$ cat config.mk
export PLATFORM = sky130hd
export DESIGN_NAME = wmax_out_fifo
export DESIGN_NICKNAME = d
export VERILOG_FILES = /design/src/rtl/wmax_pkg.sv /design/src/rtl/wmax_out_fifo.sv
export SDC_FILE = /design/constraint.sdc
export NUM_CORES = 1
export LEC_CHECK = 0
export ABC_CLOCK_PERIOD_IN_PS = 4700
export BUFFER_PORTS_ARGS = -buffer_cell sky130_fd_sc_hd__buf_2
export CELL_PAD_IN_SITES_DETAIL_PLACEMENT = 0
export CELL_PAD_IN_SITES_GLOBAL_PLACEMENT = 1
export CORE_UTILIZATION = 50
export DETAILED_ROUTE_END_ITERATION = 8
export PLACE_DENSITY = 0.89
export SYNTH_ARGS = -nofsm -noshare
export SYNTH_HDL_FRONTEND = slang
export SYNTH_SLANG_ARGS = --single-unit
$ cat constraint.sdc
create_clock -name clock -period 4.7 [get_ports clock]
set_input_delay 0.705 -clock clock [delete_from_list [all_inputs] [get_ports clock]]
set_output_delay 0.705 -clock clock [all_outputs]
set_load 0.01 [all_outputs]
$ cat src/rtl/wmax_pkg.sv
// Shared constants, types and helpers for the 3x3 window maximum filter.
package wmax_pkg;

   localparam int MAX_WIDTH       = 1024;
   localparam int SAMPLE_BITS     = 16;
   localparam int COL_BITS        = $clog2(MAX_WIDTH);
   localparam int WIDTH_BITS      = COL_BITS + 1;
   localparam int ROW_BITS        = 16;
   localparam int LINE_BITS       = 2 * SAMPLE_BITS;
   localparam int WIN_TAPS        = 6;
   localparam int OUT_FIFO_DEPTH  = 4;
   localparam int OUT_PTR_BITS    = $clog2(OUT_FIFO_DEPTH);
   localparam int OUT_CNT_BITS    = OUT_PTR_BITS + 1;
   localparam int REQ_DATA_BITS   = ((SAMPLE_BITS + 7) / 8) * 8;
   localparam int RSP_FIELD_BITS  = SAMPLE_BITS + ROW_BITS + COL_BITS;
   localparam int RSP_DATA_BITS   = ((RSP_FIELD_BITS + 7) / 8) * 8;

   localparam logic [WIDTH_BITS-1:0] ROW_WIDTH_RESET = WIDTH_BITS'(3);
   localparam logic [WIDTH_BITS-1:0] MIN_WIDTH       = WIDTH_BITS'(3);
   localparam logic [WIDTH_BITS-1:0] MAX_WIDTH_W     = WIDTH_BITS'(MAX_WIDTH);
   localparam logic [ROW_BITS-1:0]   ROW_TOP         = {ROW_BITS{1'b1}};
   localparam logic [ROW_BITS-1:0]   ROW_FIRST_FULL  = ROW_BITS'(2);
   localparam logic [COL_BITS-1:0]   COL_FIRST_FULL  = COL_BITS'(2);

   // one item on its way from the counters to the window stage
   typedef struct packed {
      logic                   emit;
      logic [COL_BITS-1:0]    col;
      logic [ROW_BITS-1:0]    block_row;
      logic [COL_BITS-1:0]    block_col;
      logic                   row_last;
      logic [SAMPLE_BITS-1:0] reading;
   } stage_type;

   typedef struct packed {
      logic [SAMPLE_BITS-1:0] block_max;
      logic [ROW_BITS-1:0]    block_row;
      logic [COL_BITS-1:0]    block_col;
      logic                   row_last;
   } result_type;

   function automatic logic [SAMPLE_BITS-1:0] max2(input logic [SAMPLE_BITS-1:0] a,
                                                   input logic [SAMPLE_BITS-1:0] b);
      return (a > b) ? a : b;
   endfunction

   function automatic logic [ROW_BITS-1:0] next_row(input logic [ROW_BITS-1:0] r);
      return (r == ROW_TOP) ? ROW_TOP : r + ROW_BITS'(1);
   endfunction

endpackage

$ cat src/rtl/wmax_out_fifo.sv
// Result buffer: small register queue that decouples the window stage from rsp stalls.
module wmax_out_fifo (
   input  logic                 clock,
   input  logic                 reset,
   input  logic                 push,
   input  wmax_pkg::result_type push_data,
   input  logic                 pending,
   output logic                 room,
   output logic                 pop_valid,
   output wmax_pkg::result_type pop_data,
   input  logic                 pop_ready
);
   import wmax_pkg::*;

   result_type              entry_ff [OUT_FIFO_DEPTH];
   logic [OUT_PTR_BITS-1:0] wr_ptr_ff, rd_ptr_ff;
   logic [OUT_CNT_BITS-1:0] occ_ff, occ_in;
   logic                    pop;

   assign pop       = pop_valid && pop_ready;
   assign pop_valid = (occ_ff != '0);
   assign pop_data  = entry_ff[rd_ptr_ff];

   // keep space for the item in the window stage and one more behind it
   assign room = ((occ_ff + OUT_CNT_BITS'(pending)) <= OUT_CNT_BITS'(OUT_FIFO_DEPTH - 2));

   always_comb begin
      occ_in = occ_ff;
      if (push && !pop) begin
         occ_in = occ_ff + OUT_CNT_BITS'(1);
      end else if (pop && !push) begin
         occ_in = occ_ff - OUT_CNT_BITS'(1);
      end
   end

   always_ff @(posedge clock) begin
      if (reset) begin
         wr_ptr_ff <= '0;
         rd_ptr_ff <= '0;
         occ_ff    <= '0;
      end else begin
         if (push) begin
            wr_ptr_ff <= wr_ptr_ff + OUT_PTR_BITS'(1);
         end
         if (pop) begin
            rd_ptr_ff <= rd_ptr_ff + OUT_PTR_BITS'(1);
         end
         occ_ff <= occ_in;
      end
   end

   always_ff @(posedge clock) begin
      if (push) begin
         entry_ff[wr_ptr_ff] <= push_data;
      end
   end

`ifndef ASSERT_OFF
   a_occ_bound: assert property (@(posedge clock) disable iff (reset)
      occ_ff <= OUT_CNT_BITS'(OUT_FIFO_DEPTH))
      else $error("result buffer occupancy out of range");

   a_no_overflow: assert property (@(posedge clock) disable iff (reset)
      !(push && !pop && (occ_ff == OUT_CNT_BITS'(OUT_FIFO_DEPTH))))
      else $error("result pushed into a full buffer");

   a_room_headroom: assert property (@(posedge clock) disable iff (reset)
      (room && pending) |-> (occ_ff <= OUT_CNT_BITS'(OUT_FIFO_DEPTH - 3)))
      else $error("input admitted without headroom in the result buffer");
`endif

endmodule

==> metrics.txt <==
TNS Setup=0 ns; leading cell type in the layout, fill and taps excluded=edfxtp_1; post-CTS clock slew at the launch and capture registers of the worst setup and hold paths=0.06 ns; clock skew=0.00581 ns; library cells used by synthesis=21; # hold bufs at CTS=0; arrival time worst endpoint=2.17 ns; power density over the cells=512 nW/µm²; number of buffers on the longest clock path=2; Mapped Area=6730 µm²; total buffers and inverters traversed by the critical path=1; outcome=complete, no violations; Seq/Total Area, Yosys=79.4%; total wirelength of the detailed-routed design=10900 µm; CTS H-tree lvls=4; crit-path cells=mux4_1 -> buf_2; post-layout min period=2.88 ns; transition time of the tightest slew-check pin=1.13 ns; met1 GRT Util=21.3%; global-route track usage on met3=5.86%; Skew-Pair Late Insertion Delay=0.42 ns; reg2reg start=occ_ff[0]; setup repair after global routing missed its margin=false; Tcrit/Tclk final=61.2%; total inserted antenna cells=0; final worst setup slack=1.82 ns; post-cts resize count=0; Max stage delay on crit path=0.91 ns; CP startpoint kind=flop; internal reg-to-reg setup slack=2.49 ns; Boundary Pins=93; average footprint of a synthesized cell=24.7 µm²; nets=432; cell area after placement=7330 µm²; Via density=5.33; Worst EP required=3.99 ns; final weighted congestion of routability-driven global placement=0.692; cell count of the worst reg-to-reg path=7; Min-Delay Startpoint=push_data[38]; Initial DRC Count=252; flip-flop and latch count after synthesis=181; layout cell share with drive strength beyond 1=43.2%; global routing usage on met2=28.2%; average wire length per cell after detail routing=19.2 µm; die height=118 µm; number of clock buffers inserted by TritonCTS=17; half-perimeter wire length after detailed placement=6190 µm; number of max-cap violations=0; worst voltage drop across the vdd grid=325 µV; count of filler cells inserted in the layout=962; DIE WIDTH=118 µm; R2R Path End=occ_ff[2]; final max-slew violation count=0; via count=3014; sort of element at the end of the critical path=primary output; most used routing layer in global routing=met2; relative slew slack=24.7%; largest net degree at the start of global routing=44; area of the placeable core=13200 µm²; worst min path class=input port to flop; drt first pass iters=5; DRC errors left=0; Worst Path Max Fanout=43; count of final setup violators=0; antenna viol nets, final=0; Top delay family on crit path=flip-flops; Final Instance Area=7890 µm²; TritonCTS clock tree=done; Synth Warn #=0; cell count after synthesis=272; leakage power of the design=0.00270 µW; initial antenna violation count=0; post-synthesis net count=328; GRT Residual Overflow=0; number of endpoints with negative hold slack in the final report=0; DIE AREA=13900 µm²; total number of clock tree sinks=181; end point of the most critical hold path=entry_ff[1][38]; setup fix buffers added after clock tree synthesis=0; number of global-route vias before repair=3120; CTS root buf=clkbuf_16; max frequency=348 MHz; synthesis-to-layout area growth=17.2%; worst hold stages=1; cell type of the slowest stage on the worst timing path=dfxtp_4; pre-CTS setup slack=2.20 ns; top library cells by usage in the layout, fill and taps aside=172 x edfxtp_1, 92 x buf_2, 40 x mux4_2; standard-cell row count=42; number of port buffers=92; class of the most critical setup path=flop to primary output; starting density of the core=51.0%; first-pass GRT wire length=17100 µm; GRT Util Overall=17.3%
## flip-flops by register name, summed over array words and instances, names as in the netlist, named ones only
| signal | count |
|---|---|
| wr_ptr_ff | 2 |
| occ_ff | 3 |
| entry_ff | 172 |
| rd_ptr_ff | 2 |
## power breakdown
| group | internal (µW) | leakage, µW | switching [µW] |
|---|---|---|---|
| registers | 1870 | 0.00165 | 164 |
| clock network | 783 | 0.000275 | 527 |
| logic | 414 | 0.000773 | 284 |
| total | 3060 | 0.00270 | 975 |
## stage by stage
step	total power (µW)	cells	hold slack, ns	util, %
2_1_floorplan	2580	272	0.485	-
3_3_place_gp	2770	533	0.506	55.6
3_5_place_dp	2790	533	0.506	55.6
4_1_cts	4090	565	0.475	59.8
5_1_grt	4210	565	0.477	59.8
6_report	4040	565	0.497	59.8
## routing by layer
layer,wire [µm],vias up
li1,-,1357
met1,4500,1565
met2,5710,81
met3,520,11
met4,150,0
met5,0,-
## cells in the mapped netlist (all sizes together)
cell type / n / share of area [%]
xor2: 5 / 0.65
o31ai: 1 / 0.11
dfxtp: 9 / 2.7
o311ai: 1 / 0.13
mux2i: 2 / 0.30
and2: 4 / 0.37
inv: 3 / 0.17
a21oi: 2 / 0.15
or3: 2 / 0.19
mux4: 43 / 15
clkbuf: 2 / 0.11
fa: 1 / 0.30
edfxtp: 172 / 77
ha: 7 / 1.3
o21ai: 1 / 0.074
buf: 9 / 1.7
xnor2: 1 / 0.13
nor2: 7 / 0.39
## kinds of logic (layout without fill, tap and decap cells)
kind of cell             after synthesis  in the layout  synth area share, %
AO/OA/AOI/OAI                          5              5                0.465
XOR/XNOR                               6              6                0.781
adder cells (fa/ha/maj)                8              8                 1.60
buffers and inverters                 14            131                 1.93
flip-flops                           181            181                 79.4
multiplexers                          45             45                 14.9
AND/OR/NAND/NOR                       13             13                0.948
## how the worst max path moves through the flow
stage                     from              to  slack [ns]  cells past startpoint
final                     flop    pop_data[41]        1.82                      2
after global placement    flop    pop_data[41]        2.20                      2
after CTS                 flop    pop_data[41]        1.74                      2
after global routing      flop    pop_data[41]        1.66                      2
after floorplan           push  entry_ff[0][0]        2.55                      1
after detailed placement  flop    pop_data[41]        2.20                      2
## cell type report
class / count / area [µm²] / area share, %
timing repair buffer: 96 / 490 / 6.22
sequential: 181 / 5350 / 67.9
clock inverter: 5 / 50.0 / 0.635
inverter: 3 / 11.3 / 0.143
multi-input combinational: 77 / 1260 / 16.0
tap: 176 / 220 / 2.79
clock buffer: 27 / 503 / 6.38
(Power assumes the default switching activity.)
