==> config.mk <==
export PLATFORM = sky130hd
export DESIGN_NAME = wmax_ctrl
export DESIGN_NICKNAME = d
export VERILOG_FILES = /design/src/rtl/wmax_pkg.sv /design/src/rtl/wmax_ctrl.sv
export SDC_FILE = /design/constraint.sdc
export NUM_CORES = 1
export LEC_CHECK = 0
export ABC_AREA = 1
export BUFFER_PORTS_ARGS = -buffer_cell sky130_fd_sc_hd__buf_2
export CAP_MARGIN = 20
export CORE_MARGIN = 2
export CORE_UTILIZATION = 55
export CTS_CLUSTER_SIZE = 30
export DETAILED_ROUTE_END_ITERATION = 12
export GPL_ROUTABILITY_DRIVEN = 0
export HOLD_SLACK_MARGIN = 0.06
export PLACE_DENSITY = 0.77
export SYNTH_ARGS = -nofsm -noshare
export SYNTH_HDL_FRONTEND = slang
export SYNTH_SLANG_ARGS = --single-unit
==> constraint.sdc <==
create_clock -name clock -period 5.79 [get_ports clock]
set_input_delay 0.8685 -clock clock [delete_from_list [all_inputs] [get_ports clock]]
set_output_delay 0.8685 -clock clock [all_outputs]
set_load 0.1 [all_outputs]
==> src/rtl/wmax_pkg.sv <==
// Shared constants, types and helpers for the 3x3 window maximum filter.
package wmax_pkg;

   localparam int MAX_WIDTH       = 1024;
   localparam int SAMPLE_BITS     = 16;
   localparam int COL_BITS        = $clog2(MAX_WIDTH);
   localparam int WIDTH_BITS      = COL_BITS + 1;
   localparam int ROW_BITS        = 16;
   localparam int LINE_BITS       = 2 * SAMPLE_BITS;
   localparam int WIN_TAPS        = 6;
   localparam int OUT_FIFO_DEPTH  = 4;
   localparam int OUT_PTR_BITS    = $clog2(OUT_FIFO_DEPTH);
   localparam int OUT_CNT_BITS    = OUT_PTR_BITS + 1;
   localparam int REQ_DATA_BITS   = ((SAMPLE_BITS + 7) / 8) * 8;
   localparam int RSP_FIELD_BITS  = SAMPLE_BITS + ROW_BITS + COL_BITS;
   localparam int RSP_DATA_BITS   = ((RSP_FIELD_BITS + 7) / 8) * 8;

   localparam logic [WIDTH_BITS-1:0] ROW_WIDTH_RESET = WIDTH_BITS'(3);
   localparam logic [WIDTH_BITS-1:0] MIN_WIDTH       = WIDTH_BITS'(3);
   localparam logic [WIDTH_BITS-1:0] MAX_WIDTH_W     = WIDTH_BITS'(MAX_WIDTH);
   localparam logic [ROW_BITS-1:0]   ROW_TOP         = {ROW_BITS{1'b1}};
   localparam logic [ROW_BITS-1:0]   ROW_FIRST_FULL  = ROW_BITS'(2);
   localparam logic [COL_BITS-1:0]   COL_FIRST_FULL  = COL_BITS'(2);

   // one item on its way from the counters to the window stage
   typedef struct packed {
      logic                   emit;
      logic [COL_BITS-1:0]    col;
      logic [ROW_BITS-1:0]    block_row;
      logic [COL_BITS-1:0]    block_col;
      logic                   row_last;
      logic [SAMPLE_BITS-1:0] reading;
   } stage_type;

   typedef struct packed {
      logic [SAMPLE_BITS-1:0] block_max;
      logic [ROW_BITS-1:0]    block_row;
      logic [COL_BITS-1:0]    block_col;
      logic                   row_last;
   } result_type;

   function automatic logic [SAMPLE_BITS-1:0] max2(input logic [SAMPLE_BITS-1:0] a,
                                                   input logic [SAMPLE_BITS-1:0] b);
      return (a > b) ? a : b;
   endfunction

   function automatic logic [ROW_BITS-1:0] next_row(input logic [ROW_BITS-1:0] r);
      return (r == ROW_TOP) ? ROW_TOP : r + ROW_BITS'(1);
   endfunction

endpackage

==> src/rtl/wmax_ctrl.sv <==
// Row width register, column and row counters, and the read issue for the line store.
module wmax_ctrl (
   input  logic                            clock,
   input  logic                            reset,
   input  logic                            csr_we,
   input  logic [wmax_pkg::WIDTH_BITS-1:0] csr_wdata,
   input  logic                            accept,
   input  logic [wmax_pkg::SAMPLE_BITS-1:0] reading,
   input  logic                            frame_start,
   output logic                            rd_en,
   output logic [wmax_pkg::COL_BITS-1:0]   rd_addr,
   output logic                            s1_valid,
   output wmax_pkg::stage_type             s1_item
);
   import wmax_pkg::*;

   logic [WIDTH_BITS-1:0] row_width_ff;
   logic [COL_BITS-1:0]   col_ff, col_in;
   logic [ROW_BITS-1:0]   row_ff, row_in;
   logic                  s1_valid_ff;
   stage_type             s1_item_ff, s1_item_in;

   logic [WIDTH_BITS-1:0] width_eff;
   logic [COL_BITS-1:0]   cur_col;
   logic [ROW_BITS-1:0]   cur_row;
   logic [WIDTH_BITS-1:0] col_next;

   always_comb begin
      if (row_width_ff == '0) begin
         width_eff = WIDTH_BITS'(1);
      end else if (row_width_ff > MAX_WIDTH_W) begin
         width_eff = MAX_WIDTH_W;
      end else begin
         width_eff = row_width_ff;
      end
   end

   always_comb begin
      // frame start wins; a column beyond a shrunk width opens a new row
      if (frame_start) begin
         cur_col = '0;
         cur_row = '0;
      end else if ({1'b0, col_ff} >= width_eff) begin
         cur_col = '0;
         cur_row = next_row(row_ff);
      end else begin
         cur_col = col_ff;
         cur_row = row_ff;
      end
      col_next = {1'b0, cur_col} + WIDTH_BITS'(1);
      if (col_next >= width_eff) begin
         col_in = '0;
         row_in = next_row(cur_row);
      end else begin
         col_in = col_next[COL_BITS-1:0];
         row_in = cur_row;
      end
   end

   always_comb begin
      s1_item_in.emit      = (width_eff >= MIN_WIDTH) && (cur_row >= ROW_FIRST_FULL) &&
                             (cur_col >= COL_FIRST_FULL);
      s1_item_in.col       = cur_col;
      s1_item_in.block_row = cur_row - ROW_FIRST_FULL;
      s1_item_in.block_col = cur_col - COL_FIRST_FULL;
      s1_item_in.row_last  = ({1'b0, cur_col} == (width_eff - WIDTH_BITS'(1)));
      s1_item_in.reading   = reading;
   end

   always_ff @(posedge clock) begin
      if (reset) begin
         row_width_ff <= ROW_WIDTH_RESET;
         col_ff       <= '0;
         row_ff       <= '0;
         s1_valid_ff  <= 1'b0;
      end else begin
         if (csr_we) begin
            row_width_ff <= csr_wdata;
         end
         if (accept) begin
            col_ff <= col_in;
            row_ff <= row_in;
         end
         s1_valid_ff <= accept;
      end
   end

   always_ff @(posedge clock) begin
      if (accept) begin
         s1_item_ff <= s1_item_in;
      end
   end

   assign rd_en    = accept;
   assign rd_addr  = cur_col;
   assign s1_valid = s1_valid_ff;
   assign s1_item  = s1_item_ff;

endmodule

==> flow_summary.yaml <==
status:
  status: "finished, final reports clean"
clock_network:
  numCtsBuffers: 9
  cts.sinks: 91
  tritoncts: "done"
  root_buffer: "clkbuf_8"
  insertion_delay_ns: 0.39
  hold_buffers: 0
  cts_max_path_buffers: 2
  cts.clk_slew.worst_paths_ns: 0.11
  htree_levels: 3
worst_setup_path:
  cp_slowest_stage_delay_ns: 0.34
  cp_top_family: "simple AND/OR/NAND/NOR gates"
  critPathKind: "flop to flop"
  worst-path-buf-inv: 7
  required_ns: 6.08
  cpMaxStageDelayCell: "dfxtp_1"
  critPathArrivalTime_ns: 5.52
  cp_max_fo: 12
  start_kind: "flop"
  crit_top_cell: "nand2_1"
  crit_path_end_kind: "flop"
timing:
  fmax_ghz: 0.191
  min_period_ns: 5.23
  slew_violations: 0
  fin_setup_tns_ns: 0
  hold_violations: 0
  slew_headroom_pct: 48.2
  setup_viol_count_final: 0
  worstMarginPinSlew_ns: 0.776
  clock_skew_ns: 0.0132
  rsz0062_at_grt: "false"
  fin_crit_sh_pct: 90.3
yosys:
  seq_area_frac_synth_pct: 38.8
  ys_types: 41
  syn_nets: 863
  syn_area_sq_um: 6060
  synth_seq_cells: 91
  yosys_warnings: 0
  synth_area_per_cell_sq_um: 7.59
  synth_cells: 799
power:
  p_leak_uw: 0.00320
  power_density_nw_per_um2: 260
  finalPower_uw: 1780
  max-vdd-ir-drop_v: 0.000176
finish:
  nets: 955
  layout-area-overhead-vs-synth_pct: 13.4
  layout_common_cells: "199 x nand2_1, 97 x buf_2, 87 x inv_1"
  diodes: 0
  final_common_cell: "nand2_1"
  postLayoutCellArea_sq_um: 6870
  fillCellCount: 959
  multiInputGateArea_sq_um: 3170
  stdcell_count: 1036
  drive_above_1_share_pct: 19.2
  seqCellArea_sq_um: 2350
  final_util_pct: 63.7
floorplanning:
  die-width_microns: 109
  io_pins: 98
  die_h_microns: 109
  start_util_pct: 56.2
  dieArea_sq_um: 11900
  core_area_sq_um: 10800
  num_rows: 38
route:
  drt_iter0_drc: 641
  routed-via-count: 5534
  drtAntennaViolNets: 0
  wl_microns: 15000
  first_pass_iters: 6
  via_per_inst: 5.34
  drc: 0
  wl_per_cell_microns: 14.4
global_route:
  grt_pass1_vias: 4893
  grt_usage_pct: 26.5
  grt_pass1_wl_microns: 24200
  grt_max_degree: 68
  antenna_found_initial: 0
  grt-ovfl-total: 0
placed_design:
  post-dp-hpwl_microns: 11100
  place_area_sq_um: 6570
  portBuffers: 97
  post-place-cells: 1013
run:
  max_cap_violations: 0
hold_path:
  hold_class: "flop to flop"
## final cells by class
type	count	area share [%]
clock inverter	7	1.40
timing repair buffer	109	8.38
multi-input combinational	580	46.2
sequential	91	34.2
inverter	100	5.48
clock buffer	9	1.80
tap	140	2.55
## repair_timing
action,in CTS,in global routing
endpoints found under the setup margin,0,24
setup buffers,0,7
gates resized for setup,0,8
## tightest hold or removal path, cell delays in order (launching register included)
cell and delay [ns]:
dfxtp_1 0.34, nand2_1 0.07, a21oi_1 0.05
## where the power goes
group / switching (uW) / internal (uW) / leakage, uW
sequential: 22.5 / 737 / 0.000808
clock: 266 / 213 / 0.000108
combinational: 432 / 115 / 0.00228
total: 720 / 1060 / 0.00320
## kinds of logic after synthesis
logic type / synth area share [%]
AOI/OAI and AO/OA: 8.15
xor gates and xnor gates: 6.94
adders and majority gates: 6.61
buffers and inverters: 9.29
DFF: 38.8
and+or+nand+nor: 30.2
## routing by layer
layer	vias to the layer above	wire, microns	global-route usage (%)
met2	255	6420	39.4
li1	2778	-	-
met5	-	0	0
met3	21	1380	3.83
met4	0	354	10.5
met1	2480	6800	38.8
## per-stage QoR
step           worst slack (ns)  hold WS [ns]
6_report                  0.564         0.503
5_1_grt                 0.00844         0.522
4_1_cts                   0.285         0.490
3_5_place_dp              0.309         0.475
3_3_place_gp              0.400         0.473
2_1_floorplan             0.788         0.459
## flip-flops by register name (all words and copies together) (netlist names)
register	count
row_ff	16
row_width_ff	11
s1_valid	1
col_ff	10
s1_item	53
## cell usage after synthesis, drive strengths merged
master | count | area share (%)
nand3b | 2 | 0.25
ha | 32 | 6.6
nand2 | 206 | 13
nor4 | 2 | 0.45
clkbuf | 11 | 0.68
or2 | 2 | 0.21
a21oi | 38 | 3.1
o31ai | 1 | 0.12
o21a | 1 | 0.12
nand4 | 14 | 1.4
o21ai | 53 | 4.4
a2111oi | 1 | 0.14
clkinv | 3 | 0.21
nor3 | 18 | 2.2
inv | 97 | 6.0
and3 | 1 | 0.10
buf | 17 | 2.4
edfxtp | 53 | 26
nand3 | 64 | 5.6
and2 | 2 | 0.21
dfxtp | 38 | 13
xor2 | 39 | 5.6
xnor2 | 9 | 1.3
nor2 | 94 | 6.6
a21boi | 1 | 0.19
## worst paths after layout
check / to / slack, ns / cells past startpoint / start
max reg2reg: row_ff[15] / 0.56 / 35 / row_width_ff[6]
max: row_ff[15] / 0.56 / 35 / row_width_ff[6]
min: col_ff[0] / 0.50 / 2 / col_ff[0]
min reg2reg: col_ff[0] / 0.50 / 2 / col_ff[0]
Note: power is estimated with default switching activity, not from simulation.
