## src/rtl/wmax_pkg.sv

```systemverilog
// Shared constants, types and helpers for the 3x3 window maximum filter.
package wmax_pkg;

   localparam int MAX_WIDTH       = 1024;
   localparam int SAMPLE_BITS     = 16;
   localparam int COL_BITS        = $clog2(MAX_WIDTH);
   localparam int WIDTH_BITS      = COL_BITS + 1;
   localparam int ROW_BITS        = 16;
   localparam int LINE_BITS       = 2 * SAMPLE_BITS;
   localparam int WIN_TAPS        = 6;
   localparam int OUT_FIFO_DEPTH  = 4;
   localparam int OUT_PTR_BITS    = $clog2(OUT_FIFO_DEPTH);
   localparam int OUT_CNT_BITS    = OUT_PTR_BITS + 1;
   localparam int REQ_DATA_BITS   = ((SAMPLE_BITS + 7) / 8) * 8;
   localparam int RSP_FIELD_BITS  = SAMPLE_BITS + ROW_BITS + COL_BITS;
   localparam int RSP_DATA_BITS   = ((RSP_FIELD_BITS + 7) / 8) * 8;

   localparam logic [WIDTH_BITS-1:0] ROW_WIDTH_RESET = WIDTH_BITS'(3);
   localparam logic [WIDTH_BITS-1:0] MIN_WIDTH       = WIDTH_BITS'(3);
   localparam logic [WIDTH_BITS-1:0] MAX_WIDTH_W     = WIDTH_BITS'(MAX_WIDTH);
   localparam logic [ROW_BITS-1:0]   ROW_TOP         = {ROW_BITS{1'b1}};
   localparam logic [ROW_BITS-1:0]   ROW_FIRST_FULL  = ROW_BITS'(2);
   localparam logic [COL_BITS-1:0]   COL_FIRST_FULL  = COL_BITS'(2);

   // one item on its way from the counters to the window stage
   typedef struct packed {
      logic                   emit;
      logic [COL_BITS-1:0]    col;
      logic [ROW_BITS-1:0]    block_row;
      logic [COL_BITS-1:0]    block_col;
      logic                   row_last;
      logic [SAMPLE_BITS-1:0] reading;
   } stage_type;

   typedef struct packed {
      logic [SAMPLE_BITS-1:0] block_max;
      logic [ROW_BITS-1:0]    block_row;
      logic [COL_BITS-1:0]    block_col;
      logic                   row_last;
   } result_type;

   function automatic logic [SAMPLE_BITS-1:0] max2(input logic [SAMPLE_BITS-1:0] a,
                                                   input logic [SAMPLE_BITS-1:0] b);
      return (a > b) ? a : b;
   endfunction

   function automatic logic [ROW_BITS-1:0] next_row(input logic [ROW_BITS-1:0] r);
      return (r == ROW_TOP) ? ROW_TOP : r + ROW_BITS'(1);
   endfunction

endpackage

```

## src/rtl/wmax_window.sv

```systemverilog
// Window stage: forwards line data, takes the 3x3 maximum and writes the rows back.
module wmax_window (
   input  logic                             clock,
   input  logic                             reset,
   input  logic                             rd_en,
   input  logic [wmax_pkg::COL_BITS-1:0]    rd_addr,
   input  logic [wmax_pkg::LINE_BITS-1:0]   rd_data,
   input  logic                             s1_valid,
   input  wmax_pkg::stage_type              s1_item,
   output logic                             wr_en,
   output logic [wmax_pkg::COL_BITS-1:0]    wr_addr,
   output logic [wmax_pkg::LINE_BITS-1:0]   wr_data,
   output logic                             push,
   output wmax_pkg::result_type             push_data
);
   import wmax_pkg::*;

   logic                   fwd_hit_ff;
   logic [LINE_BITS-1:0]   fwd_data_ff;
   logic [SAMPLE_BITS-1:0] win_ff [WIN_TAPS];

   logic [LINE_BITS-1:0]   line;
   logic [SAMPLE_BITS-1:0] up, mid, cur;
   logic [SAMPLE_BITS-1:0] m01, m23, m45, m67, m0123, m4567, m_all;

   // a write to the column being read this cycle lands after the read
   always_ff @(posedge clock) begin
      if (reset) begin
         fwd_hit_ff <= 1'b0;
      end else begin
         fwd_hit_ff <= rd_en && s1_valid && (rd_addr == s1_item.col);
      end
      fwd_data_ff <= wr_data;
   end

   always_comb begin
      line = fwd_hit_ff ? fwd_data_ff : rd_data;
      up   = line[LINE_BITS-1:SAMPLE_BITS];
      mid  = line[SAMPLE_BITS-1:0];
      cur  = s1_item.reading;
   end

   always_comb begin
      m01   = max2(win_ff[0], win_ff[1]);
      m23   = max2(win_ff[2], win_ff[3]);
      m45   = max2(win_ff[4], win_ff[5]);
      m67   = max2(up, mid);
      m0123 = max2(m01, m23);
      m4567 = max2(m45, m67);
      m_all = max2(max2(m0123, m4567), cur);
   end

   always_ff @(posedge clock) begin
      if (reset) begin
         for (int i = 0; i < WIN_TAPS; i++) begin
            win_ff[i] <= '0;
         end
      end else if (s1_valid) begin
         win_ff[0] <= win_ff[3];
         win_ff[1] <= win_ff[4];
         win_ff[2] <= win_ff[5];
         win_ff[3] <= up;
         win_ff[4] <= mid;
         win_ff[5] <= cur;
      end
   end

   assign wr_en   = s1_valid;
   assign wr_addr = s1_item.col;
   assign wr_data = {mid, cur};

   assign push                = s1_valid && s1_item.emit;
   assign push_data.block_max = m_all;
   assign push_data.block_row = s1_item.block_row;
   assign push_data.block_col = s1_item.block_col;
   assign push_data.row_last  = s1_item.row_last;

endmodule

```

## config.mk

```make
export PLATFORM = sky130hd
export DESIGN_NAME = wmax_window
export DESIGN_NICKNAME = d
export VERILOG_FILES = /design/src/rtl/wmax_pkg.sv /design/src/rtl/wmax_window.sv
export SDC_FILE = /design/constraint.sdc
export NUM_CORES = 1
export LEC_CHECK = 0
export CORE_MARGIN = 2
export CORE_UTILIZATION = 65
export CTS_BUF_LIST = sky130_fd_sc_hd__clkbuf_4 sky130_fd_sc_hd__clkbuf_8
export DETAILED_ROUTE_END_ITERATION = 7
export DONT_BUFFER_PORTS = 1
export GPL_TIMING_DRIVEN = 0
export HOLD_SLACK_MARGIN = 0.08
export PLACE_DENSITY = 0.93
export SLEW_MARGIN = 20
export SYNTH_ARGS = -nofsm -noshare
export SYNTH_HDL_FRONTEND = slang
export SYNTH_SLANG_ARGS = --single-unit
export TNS_END_PERCENT = 5
```

## constraint.sdc

```tcl
create_clock -name clock -period 41.2 [get_ports clock]
set_input_delay 12.36 -clock clock [delete_from_list [all_inputs] [get_ports clock]]
set_output_delay 12.36 -clock clock [all_outputs]
set_load 0.005 [all_outputs]
```

==> qor.yml <==
status: "complete, no violations"
synth.largest_area_cell: "edfxtp_1"
antenna_cells: 0
drc: 0
clk_pin_slew_ns: 0.08
met1_usage: 0.3915
io_pins: 187
cp-endpoint: "push_data[34]"
power_density_nw_per_um2: 49.93
antenna_found_initial: 0
hold_depth: 2
critPathKind: "primary input to output pin"
p_leak_nw: 4.993
r2r-start: "fwd_hit_ff"
first_pass_iters: 6
required_ns: 28.84
grt_max_degree: 35
cts_tree: "done"
cts_made_buffers: 17
die_height_microns: 131.7
grt_pass1_vias: 8870
gp_congestion: 1.038
avgSynthCellArea_sq_um: 9.408
wl_per_cell_microns: 21.35
synth_area_leaders: "edfxtp_1 27%, ha_1 15%, dfxtp_1 6.2%"
met3_usage: 0.05787
syn_inst: 1127
slew_headroom: 0.3383
cts_buffer_depth: 2
slowest_delay_ns: 0.76
synth.net_count: 1353
rrSetupSlack_ns: 38.48
ys_async_sr_fraction: 0
die_area_sq_um: 17350
internal_power_w: 0.0003315
busiest_layer: "met2"
final_antenna_net_count: 0
wirelength_microns: 29400
synth-edff-count: 96
htreeDepth: 4
worstMarginPinSlew_ns: 0.9925
via_per_inst: 6.428
synth_top_area_frac: 0.2719
layout_commonest_cell: "inv_1"
start_util: 0.6675
reg2reg_to: "win_ff[3][14]"
track_usage: 0.3372
setup_tns_ns: 0
finalCritPeriodShare: 0.8582
layout.cells.non_filler: 1377
nets: 1374
critPathLaunch: "rd_data[27]"
setup_viol: 0
drv_slew: 0
p_clk_frac: 0.196
syn_area_sq_um: 10600
skew_ns: 0.01068
comb_power_share: 0.530
min-delay-path-class: "flip-flop to flip-flop"
post_cts_resize_count: 0
synth_ff_type: "edfxtp_1"
layout_min_cycle_time_ns: 35.36
grt_overflow: 0
layout_common_cells: "128 x inv_1, 126 x ha_1, 98 x nor2_1"
yosysWarnings: 0
fmax_mhz: 28.28
core-area_sq_um: 15890
hpwl_microns: 23490
drive_gt1_frac: 0.1507
switching_share: 0.4130
vias: 8851
p_total_w: 0.0005648
peakVddDrop_mv: 0.04120
p_sw_w: 0.0002333
yosysUniqueCellTypes: 64
area_delta_synth_final_pct: 6.703
cp_max_fo: 10
dp_cells: 1345
cts_sinks: 129
seq_area_frac_synth: 0.3342
die_w_microns: 131.7
grt_pass1_wl_microns: 45880
io_buffers: 0
drt_iter0_markers: 875
synth-seq-cells: 129
maxCapViolations: 0
cp-end-kind: "output pin"
cts_setup_buffers: 0
critPathLaunchType: "primary input"
critPathSlowestCell: "o21ai_1"
hold_viol: 0
cp_data_arrival_time_ns: 23.00
cts_hold_buf: 0
root_buffer: "clkbuf_8"
worstRegToRegCells: 5
p_seq_frac: 0.274
rsz0062_at_grt: "no"
rows: 46
gr-usage-met2: 0.5759
clock_latency_ns: 0.45
[cell usage after synthesis, types with 7 or more instances]
cell and count:
inv_1 128, ha_1 126, nor2_1 98, edfxtp_1 96, buf_4 71, nand2_1 66
mux2i_1 55, a21oi_1 48, o21ai_0 44, clkbuf_1 37, dfxtp_1 33, mux2_2 30
o21a_1 26, nand3_1 23, nand4_1 22, and2_1 20, a21o_1 16, a31oi_1 15
o311ai_0 14, o2111ai_1 13, o311a_1 13, a22oi_2 11, nor2b_1 11, o31ai_4 11
xor2_1 10, nor3_1 9, nand2b_1 7
[power groups by stage]
stage	sequential [W]	clock, W	combinational, W
finish	0.000155	0.000111	0.000300
global route	0.000155	0.000115	0.000323
CTS	0.000154	0.000110	0.000292
detailed placement	0.000157	0	0.000289
global placement	0.000157	0	0.000279
floorplan	0.000155	0	0.000217
[state kept, by name (all words and copies together) (netlist names)]
name and flops:
fwd_data_ff 32, fwd_hit_ff 1, win_ff 96
[critical path, delay by kind of cell]
kind | cells | cell delay (ns)
buf+inv | 6 | 1.83
compound gates | 18 | 4.22
mux | 2 | 0.72
simple gates | 10 | 2.45
fa+ha+maj | 4 | 1.39
[cell type report]
cell class	instances	area, sq um
Multi-Input combinational cell	749	5831
Fill cell	1132	4572
Sequential cell	129	3543
Buffer	121	750.7
Inverter	128	480.5
Clock buffer	25	312.8
Tap cell	216	270.3
Clock inverter	7	85.08
Timing Repair Buffer	2	40.04
[worst min path at each step]
| stage | start | endpoint | slack (ns) |
|---|---|---|---|
| after floorplan | fwd_data_ff[0] | fwd_data_ff[16] | 0.48 |
| after global placement | fwd_data_ff[12] | fwd_data_ff[28] | 0.53 |
| after detailed placement | fwd_data_ff[7] | fwd_data_ff[23] | 0.54 |
| after CTS | fwd_data_ff[12] | fwd_data_ff[28] | 0.55 |
| after global routing | fwd_data_ff[12] | fwd_data_ff[28] | 0.57 |
| final | fwd_data_ff[12] | fwd_data_ff[28] | 0.56 |
[metal layers]
layer  routed length (microns)  share of wire  up-vias
met5                         0              0        -
met4                      1792          0.061        0
met3                      2647          0.090      141
met2                     14140           0.48      561
met1                     10820           0.37     4099
li1                          -              -     4050
[stage by stage]
stage                       util  setup WS (ns)  hold slack, ns  area, sq um
after floorplan                -          8.251          0.4840        10600
after global placement    0.6845          6.470          0.5256        10870
after detailed placement  0.6871          6.316          0.5385        10920
after CTS                 0.7122          6.244          0.5468        11310
after global routing      0.7122          5.427          0.5702        11310
final                     0.7122          5.840          0.5552        11310
[cell families after synthesis]
family | Yosys count | share of synthesized area
AOI/OAI and AO/OA | 254 | 0.1874
xor gates and xnor gates | 11 | 0.009795
adders and majority gates | 126 | 0.1487
buffers and inverters | 249 | 0.1161
DFF | 129 | 0.3342
muxes | 86 | 0.08508
and+or+nand+nor | 272 | 0.1187
Note: power is estimated with default switching activity, not from simulation.
